[src/sv/gsa_pkg.sv]
package gsa_pkg;

    // Table geometry.
    localparam int SLOTS  = 1024;
    localparam int IDX_W  = 10;
    localparam int GROUPS = 8;
    localparam int REV_W  = 16;
    localparam int CNT_W  = 11;
    localparam int WORD_W = 32;
    localparam int WSEL_W = 5;
    localparam int BSEL_W = 5;
    localparam int WORDS  = SLOTS / WORD_W;
    localparam int IN_W   = 32;
    localparam int OUT_W  = 48;

    typedef enum logic [1:0] {
        CMD_SPAWN = 2'd0,
        CMD_KILL  = 2'd1,
        CMD_PASS  = 2'd2,
        CMD_JOIN  = 2'd3
    } t_cmd;

    typedef enum logic [2:0] {
        ST_OK     = 3'd0,
        ST_FULL   = 3'd1,
        ST_NULL   = 3'd2,
        ST_STALE  = 3'd3,
        ST_MEMBER = 3'd4
    } t_status;

    typedef enum logic [2:0] {
        S_CLEAR,
        S_IDLE,
        S_SP_A,
        S_SP_B,
        S_RD,
        S_PS_RD,
        S_PS_WR,
        S_FIN
    } t_state;

    typedef struct packed {
        logic [REV_W-1:0]  rev;
        logic              in_use;
        logic              mark;
        logic [GROUPS-1:0] groups;
    } t_entry;

    // Commands from the controller to the datapath.
    typedef struct packed {
        logic clr_wr;
        logic req_ld;
        logic sp_rd_word;
        logic sp_rd_entry;
        logic rd_entry;
        logic ps_rd;
        logic ps_wr;
        logic fin;
    } t_ctl;

    // Status from the datapath to the controller.
    typedef struct packed {
        logic clr_last;
        logic full;
        logic ps_last;
        logic out_free;
    } t_sts;

    // Position of the lowest clear bit of a word.
    function automatic logic [BSEL_W-1:0] first_zero(input logic [WORD_W-1:0] v);
        logic [BSEL_W-1:0] r;
        r = '0;
        for (int i = WORD_W - 1; i >= 0; i--) begin
            if (!v[i]) begin
                r = BSEL_W'(i);
            end
        end
        return r;
    endfunction

endpackage

[src/sv/gsa_ctrl.sv]
module gsa_ctrl (
    input  logic          i_clk,
    input  logic          i_rst_n,
    input  logic          i_s_tvalid,
    input  gsa_pkg::t_cmd i_cmd,
    input  gsa_pkg::t_sts i_sts,
    output logic          o_s_tready,
    output gsa_pkg::t_ctl o_ctl
);

    gsa_pkg::t_state r_state;
    gsa_pkg::t_state n_state;

    // State register.
    always_ff @(posedge i_clk) begin
        if (!i_rst_n) begin
            r_state <= gsa_pkg::S_CLEAR;
        end else begin
            r_state <= n_state;
        end
    end

    // Next state and commands.
    always_comb begin
        n_state    = r_state;
        o_ctl      = '0;
        o_s_tready = 1'b0;
        case (r_state)
            gsa_pkg::S_CLEAR: begin
                o_ctl.clr_wr = 1'b1;
                if (i_sts.clr_last) begin
                    n_state = gsa_pkg::S_IDLE;
                end
            end
            gsa_pkg::S_IDLE: begin
                o_s_tready = 1'b1;
                if (i_s_tvalid) begin
                    o_ctl.req_ld = 1'b1;
                    case (i_cmd)
                        gsa_pkg::CMD_SPAWN: n_state = gsa_pkg::S_SP_A;
                        gsa_pkg::CMD_PASS:  n_state = gsa_pkg::S_PS_RD;
                        default:            n_state = gsa_pkg::S_RD;
                    endcase
                end
            end
            gsa_pkg::S_SP_A: begin
                if (i_sts.full) begin
                    n_state = gsa_pkg::S_FIN;
                end else begin
                    o_ctl.sp_rd_word = 1'b1;
                    n_state = gsa_pkg::S_SP_B;
                end
            end
            gsa_pkg::S_SP_B: begin
                o_ctl.sp_rd_entry = 1'b1;
                n_state = gsa_pkg::S_FIN;
            end
            gsa_pkg::S_RD: begin
                o_ctl.rd_entry = 1'b1;
                n_state = gsa_pkg::S_FIN;
            end
            gsa_pkg::S_PS_RD: begin
                o_ctl.ps_rd = 1'b1;
                n_state = gsa_pkg::S_PS_WR;
            end
            gsa_pkg::S_PS_WR: begin
                o_ctl.ps_wr = 1'b1;
                n_state = i_sts.ps_last ? gsa_pkg::S_FIN : gsa_pkg::S_PS_RD;
            end
            gsa_pkg::S_FIN: begin
                if (i_sts.out_free) begin
                    o_ctl.fin = 1'b1;
                    n_state = gsa_pkg::S_IDLE;
                end
            end
            default: begin
                n_state = gsa_pkg::S_IDLE;
            end
        endcase
    end

`ifndef ASSERT_OFF
    a_accept_leaves_idle: assert property (@(posedge i_clk) disable iff (!i_rst_n)
        (i_s_tvalid && o_s_tready) |=> (r_state != gsa_pkg::S_IDLE))
        else $error("request accepted but controller stayed idle");
    a_fin_needs_room: assert property (@(posedge i_clk) disable iff (!i_rst_n)
        o_ctl.fin |-> i_sts.out_free)
        else $error("result issued while output register busy");
    a_one_write: assert property (@(posedge i_clk) disable iff (!i_rst_n)
        $onehot0({o_ctl.clr_wr, o_ctl.ps_wr, o_ctl.fin}))
        else $error("more than one table write command");
`endif

endmodule

[config.mk]
export PLATFORM = sky130hd
export DESIGN_NAME = gsa_ctrl
export DESIGN_NICKNAME = d
export VERILOG_FILES = /design/src/sv/gsa_pkg.sv /design/src/sv/gsa_ctrl.sv
export SDC_FILE = /design/constraint.sdc
export NUM_CORES = 1
export LEC_CHECK = 0
export ABC_CLOCK_PERIOD_IN_PS = 1800
export BUFFER_PORTS_ARGS = -buffer_cell sky130_fd_sc_hd__buf_2
export CAP_MARGIN = 20
export CORE_AREA = 2 2 39 41
export CTS_CLUSTER_DIAMETER = 30
export DETAILED_ROUTE_END_ITERATION = 7
export DIE_AREA = 0 0 41 43
export SYNTH_ARGS = -nofsm -noshare
export SYNTH_HDL_FRONTEND = slang
export SYNTH_SLANG_ARGS = --single-unit
[constraint.sdc]
create_clock -name i_clk -period 1.8 [get_ports i_clk]
set_clock_uncertainty 0.2 [all_clocks]
set_input_delay 0.18 -clock i_clk [delete_from_list [all_inputs] [get_ports i_clk]]
set_output_delay 0.18 -clock i_clk [all_outputs]
set_load 0.01 [all_outputs]
# Word level (Yosys, flattened, before mapping)
# Index checks and enable logic that the tools add are counted.
[classes]
mux = 19
n_reduce_logical = 4
eq_ne = 11
[op_table]
columns = ["operator", "n"]
rows = [
  ["3-bit one-hot mux with 7 select lines", 1],
  ["3-bit == test (second input constant)", 4],
  ["1-bit 2-to-1 mux", 12],
  ["3-bit 2-to-1 mux", 4],
  ["3-bit by 2-bit == test with 1-bit output (second input constant)", 2],
  ["2-bit inequality test (second input constant)", 3],
  ["3-bit one-hot mux with 2 select lines", 1],
  ["3-bit by 1-bit == test with 1-bit output (second input constant)", 1],
  ["3-bit zero test", 1],
  ["3-bit AND reduction", 1],
  ["2-bit == test (second input constant)", 1],
  ["2-bit zero test", 1],
  ["2-bit 2-to-1 mux", 1],
  ["2-bit OR reduction", 1],
]
[word_totals]
input_bits = 9
ff_bits = 3
out_inout_bits = 9
wordCells = 35

# Logic depth before layout (Yosys ltp)
# Gate-level depths: netlist (run 1).
[logic_depth]
word_depth = 4
mapped_depth = 4
depth_no_buf = 3

# Worst setup path before layout (run 1)
# OpenSTA, ideal clock, no wires.
[synth_timing]
path_kind = "register -> output"
from = "register r_state[0]"
to = "output o_ctl[5] (netlist bit)"
n_path_buf = 1
path_slack_ps = 484
required_time_ps = 1420
arrival_time_ps = 936
stages_incl_launch_ff = 3
cell_sequence = "dfxtp_1 > buf_6 > nor4b_1"
[synth_lines]
columns = ["element", "line_no", "source"]
rows = [
  ["start, declared", "gsa_ctrl.sv:11", "gsa_pkg::t_state r_state;"],
  ["start signal, assigned", "gsa_ctrl.sv:17", "r_state <= gsa_pkg::S_CLEAR;"],
  ["start signal, assigned", "gsa_ctrl.sv:19", "r_state <= n_state;"],
  ["end, declared", "gsa_ctrl.sv:8", "output gsa_pkg::t_ctl o_ctl"],
]

# Worst setup path in the final report (run 1)
[layout_timing]
from = "register r_state[0]"
to = "output o_s_tready"
[layout_via]
elab_chain_len = 2
[layout_lines]
columns = ["element", "line_no", "source"]
rows = [
  ["3-bit by 1-bit == test with 1-bit output", "gsa_ctrl.sv:28", "case (r_state)"],
  ["1-bit 2-to-1 mux", "gsa_ctrl.sv:28", ""],
  ["end, declared", "gsa_ctrl.sv:7", "output logic o_s_tready,"],
]
# Every way passes these cells.

==> results of run 1 <==
[layout make-up]
class | instances | area, um2
fillers | 163 | 1013
repair buffers | 17 | 85.08
flip-flops and latches | 3 | 60.06
clock buffers | 4 | 26.28
multi-input cells | 28 | 167.7
well taps | 16 | 20.02
inverters | 3 | 11.26
[critical path, delay by kind of cell (launching register included)]
family / cells / cell delay [ns]
DFF: 1 / 0.56
and+or+nand+nor: 2 / 0.27
buffers and inverters: 1 / 0.13
[cell usage after synthesis]
library cell	number	area, um2
o211a_1	1	10.01
inv_2	1	3.750
nand2b_1	2	12.51
nand3b_1	1	7.510
o31a_1	1	8.760
inv_1	2	7.510
nor2_1	6	22.52
nand3_2	1	10.01
buf_6	1	11.26
nand2_1	2	7.510
nor4b_1	1	8.760
nand3_1	1	5.000
a211o_1	1	8.760
a21oi_1	2	10.01
nor3_1	2	10.01
o21ai_1	1	5.000
o31ai_2	1	12.51
buf_4	2	15.01
o21ai_0	2	10.01
and3_1	3	18.77
dfxtp_1	3	60.06
[metrics by stage]
step	hold WS [ns]	utilization (%)
4_1_cts	0.003990	26.76
3_3_place_gp	0.2445	24.86
6_report	0.007040	26.76
5_1_grt	0.005398	26.76
2_1_floorplan	0.1134	-
3_5_place_dp	0.2503	24.86
[layout by cell type, fill, tap and decap left out, types with 2 or more instances in the layout]
| master | Yosys | layout |
|---|---|---|
| a21oi_1 | 2 | 2 |
| clkbuf_4 | 0 | 3 |
| nand2_1 | 2 | 2 |
| nand2b_1 | 2 | 2 |
| o21ai_0 | 2 | 2 |
| dfxtp_1 | 3 | 3 |
| inv_1 | 2 | 2 |
| nor3_1 | 2 | 2 |
| and3_1 | 3 | 3 |
| nor2_1 | 6 | 6 |
| buf_2 | 0 | 17 |
[worst max path at each step]
stage / startpoint / endpoint / cells after the start
after global placement: r_state[0] / r_state[1] / 3
after detailed placement: r_state[0] / r_state[1] / 3
after CTS: r_state[0] / o_s_tready / 3
after global routing: r_state[0] / o_s_tready / 3
after floorplan: r_state[0] / o_ctl[5] / 2
final: r_state[0] / o_s_tready / 3
[cells by family after synthesis]
| group | count (synthesis) | share of synthesized area, % |
|---|---|---|
| and+or+nand+nor | 19 | 38.68 |
| AOI/OAI and AO/OA | 9 | 24.53 |
| DFF | 3 | 22.64 |
| buffers and inverters | 6 | 14.15 |
[per-layer routing]
layer / GRT usage [%] / wire [um] / vias up / share of wire [%]
li1: - / - / 164 / -
met1: 11.25 / 327 / 142 / 47
met2: 13.75 / 319 / 13 / 46
met3: 3.141 / 42 / 2 / 6.0
met4: 8.000 / 11 / 0 / 1.6
met5: 0 / 0 / - / 0
[power groups by stage]
stage                     sequential (mW)  combinational (mW)  clock (mW)
after global placement             0.0792              0.0444           0
final                              0.0783              0.0440       0.122
after global routing               0.0799              0.0510       0.130
after CTS                          0.0783              0.0444       0.127
after detailed placement           0.0794              0.0442           0
after floorplan                    0.0732              0.0335           0
==> metrics, run 1 <==
total core area=between 0.001 and 0.0015 mm2; Worst VDD drop=between 0.2 and 0.25 mV; Post-DP HPWL=561.2 um; largest net degree at the start of global routing=14; biggest regs=r_state (3); drt pass-1 iters=4; clk sinks=3; Final WS setup=0.2164 ns; Crit path required time=roughly 1.4 ns; Net Sw Power=approximately 70 uW; wire length per cell=slightly below 10 um; R2R Path End=r_state[1]; setup bufs post-CTS=0; Area after DPL=344.1 um2; grt total ovfl=0; Gates resized, CTS repair=0; Sw Share=between 20% and 30%; Synth Area per Inst=about 7.2 um2; First DRT Iteration DRCs=6; worst-path cell chain=nand2b_1 -> nor2_1 -> buf_2; critical path class=reg2out; Post-Route WL=700 um; total number of H-tree levels=1; FMAX=approximately 630 MHz; Critical Path End Type=primary output; status=finished clean; R2R setup slack=roughly 0.39 ns; Synth Instances=37; Hold Crit Start=i_rst_n; dpl ws=roughly 0.4 ns; register bit total from synthesis=3; Synth cell types=21; crit-path max cell delay=0.56 ns; Worst R2R Path Depth=3; # hold bufs at CTS=0; CTS max path bufs=2; crit path DAT=roughly 1.2 ns; cts bufs inserted=3; Final min period=about 1.6 ns; placed cell count=between 60 and 70; Final Hold Viols=0; Leakage=roughly 0.20 nW; Synth warnings=0; Critical-path top delay cell=dfxtp_1; Combinational Power Share=approximately 18%; Placer Congestion=~0.78; P_int=about 180 uW; Total Nets Final=65; Sum Neg Setup Slack=0 ns; CTS tree=done; crit-path max FO=13; via/cell ratio=between 4 and 5; Slew headroom=about 73%; Reg-to-Reg Start=r_state[0]; # DRC=0; Tot Pwr=244.7 uW; site row count=14; HP Class=in2reg; unrepaired setup endpoints after global routing=no; first-pass GRT wire length=around 1.1 mm; register area share after synthesis=approximately 23%; Root Buffer=clkbuf_4; Port Buffers=17; GRT Util Overall=between 9 and 10%; Max Cap Viol=0; Tcrit/Tclk final=between 80% and 90%; max reg flops=3; IO Count=18; hold endpoint=r_state[0]; max-slew violations=0; area grow syn2layout=39.62%; final antenna-violating net count=0; Initial Util=19.17%; chip width=just over 40 um; Final setup viols=0; # diodes=0; die area=roughly 0.0018 mm2; share of layout cells above drive strength 1=41.82%; worst-margin pin slew=0.4098 ns; vias in the first global route=290; WHS Path Cells=2; Post-Syn Nets=46; Die H=between 40 and 50 um; final cell count without fillers=between 70 and 80; sequential share of power=between 30% and 40%; clock slew at reported path FFs=roughly 0.040 ns; initial antenna violation count=0; Most flops, register=r_state; crit path launch type=flop; vias=around 320; clk_lat worst skew=0.24 ns; post-route cell area=approximately 370 um2; clock share of power=between 50% and 60%; Mapped Area=265.3 um2; P per Cell Area=between 600 and 700 mW/mm2
Power figures use the tool's default switching activity.
==> inputs of run 2 (changes only) <==
- ABC_CLOCK_PERIOD_IN_PS: 1800 -> 2100
- clock period: 1.8 -> 2.1 ns (I/O delays scaled with it)
==> run 2 against run 1 <==
Worst setup slack improved by 0.27 ns. Cell area unchanged. Non-clock buffer count did not move. Critical path depth is the same. Sequential cell count stayed put. Clock-buffer cell count did not move. First-iteration DRC count down 67%. Critical path type unchanged. Highest routed layer unchanged.
==> metrics, run 2 (synthesis gave the netlist of run 1 again) <==
Post-Route WL=679 um (-3.0%); Root Buffer=clkbuf_4; Worst VDD drop=0.1280 mV (-38%); GR peak layer=met2; FF/Latch Area=60.06 um2 (unchanged); Final min period=between 1.5 and 2 ns; Tot Pwr=208.0 uW (-15%); first-pass GRT wire length=1.076 mm (-5.4%); Sw Share=27.94% (-0.53 points); clk_lat worst skew=0.24 ns (about the same); # DRC=0 (unchanged); total core area=0.001384 mm2 (unchanged); initial antenna violation count=0 (unchanged); Port Buffers=17 (unchanged); Worst R2R Path Depth=3 (unchanged); wire length per cell=9.563 um (-3.0%); commonest non-fill, non-tap cell in the layout=buf_2; P per Cell Area=561.8 mW/mm2 (-15%); area grow syn2layout=39.62% (unchanged); post-route cell area=370.4 um2 (unchanged); FMAX=between 600 and 700 MHz; grt total ovfl=0 (unchanged); clk sinks=3 (unchanged); clock share of power=49.8% (-0.2 points); met2 usage=12.50% (-1.3 points); share of layout cells above drive strength 1=41.82% (unchanged); critical path class=reg2out; Sum Neg Setup Slack=0 ns (unchanged); cts bufs inserted=3 (unchanged); max reg flops=3 (unchanged); placed cell count=67 (unchanged); total number of H-tree levels=1 (unchanged); IO Count=18 (unchanged); Net Sw Power=58.12 uW (-17%); final cell count without fillers=71 (unchanged); Max Cap Viol=0 (unchanged); Gates resized, CTS repair=0 (unchanged); via/cell ratio=4.521 (unchanged); most frequent cells in the layout=17 x buf_2, 6 x nor2_1, 3 x and3_1, 3 x clkbuf_4, 3 x dfxtp_1; vias=321 (unchanged); CTS max path bufs=2 (unchanged); Final setup viols=0 (unchanged); GRT Util Overall=8.735% (-1.0 points); Post-DP HPWL=536.1 um (-4.5%); crit-path max FO=13 (unchanged); setup bufs post-CTS=0 (unchanged); WHS Path Cells=2 (unchanged); Area after DPL=344.1 um2 (unchanged); GRT met1 Usage=11.25% (unchanged); Most flops, register=r_state; vias in the first global route=279 (-3.8%); final antenna-violating net count=0 (unchanged); Total Nets Final=65 (unchanged); chip width=41 um (unchanged); Slew headroom=73.07% (+0.42 points); P_int=149.9 uW (-14%); Tcrit/Tclk final=76.83%; Leakage=0.1970 nW (unchanged); Placer Congestion=0.8274 (+6.6%); Die H=43 um (unchanged); First DRT Iteration DRCs=2 (-4); clock slew at reported path FFs=0.04 ns (about the same); status=finished clean; Crit path required time=1.69 ns (+0.27 ns); Combinational Power Share=18.0% (about the same); worst-margin pin slew=0.4034 ns (-0.006347 ns); Critical Path End Type=primary output; HP Class=in2reg; drt pass-1 iters=2 (-2); Initial Util=19.17% (unchanged); GR Layer Usage met3=0% (-3.1 points); number of fill cells in the layout=172 (+5.5%); unrepaired setup endpoints after global routing=no; # diodes=0 (unchanged); crit path launch type=flop; Final Hold Viols=0 (unchanged); die area=0.001763 mm2 (unchanged); CTS tree=done; max-slew violations=0 (unchanged); crit path DAT=1.20 ns (about the same); site row count=14 (unchanged); area of the multi-input gates=167.7 um2 (unchanged); biggest regs=r_state (3); sequential share of power=32.3% (+0.3 points); largest net degree at the start of global routing=14 (unchanged); # hold bufs at CTS=0 (unchanged)
-- run 2: power by group through the flow --
stage	Sequential, mW	Combinational (mW)	Clock (mW)
CTS	0.0670	0.0377	0.109
global placement	0.0677	0.0375	0
floorplan	0.0627	0.0287	0
global route	0.0679	0.0424	0.112
finish	0.0671	0.0374	0.104
detailed placement	0.0679	0.0374	0
-- run 2: final timing paths --
check        startpoint  slack (ns)    endpoint
max reg2reg  r_state[0]        0.73  r_state[1]
max          r_state[0]        0.49  o_s_tready
min reg2reg  r_state[2]        0.51  r_state[0]
min             i_rst_n        0.04  r_state[0]
-- run 2: final cells by class --
class | instances | share of cell area, %
Tap cell | 16 | 5.405
Timing Repair Buffer | 17 | 22.97
Inverter | 3 | 3.041
Sequential cell | 3 | 16.22
Multi-Input combinational cell | 28 | 45.27
Clock buffer | 4 | 7.095
-- run 2: critical path, cell delays in order, from the launching register on --
cell      delay (ns)
dfxtp_1         0.56
nand2b_1        0.17
nor2_1          0.11
buf_2           0.13
-- run 2: stage by stage --
step           utilization [%]  hold slack (ns)  setup slack (ns)
6_report                 26.76          0.04411            0.4866
5_1_grt                  26.76          0.05552            0.3848
4_1_cts                  26.76          0.03744            0.4788
3_5_place_dp             24.86           0.2799            0.7382
3_3_place_gp             24.86           0.2880            0.7157
2_1_floorplan                -           0.1434            0.7545
-- run 2: metal layers --
| metal | vias up | part of all wire [%] | routed length (um) |
|---|---|---|---|
| met3 | 2 | 6.0 | 41 |
| li1 | 165 | - | - |
| met2 | 11 | 49 | 334 |
| met5 | - | 0 | 0 |
| met1 | 143 | 42 | 287 |
| met4 | 0 | 2.4 | 16 |
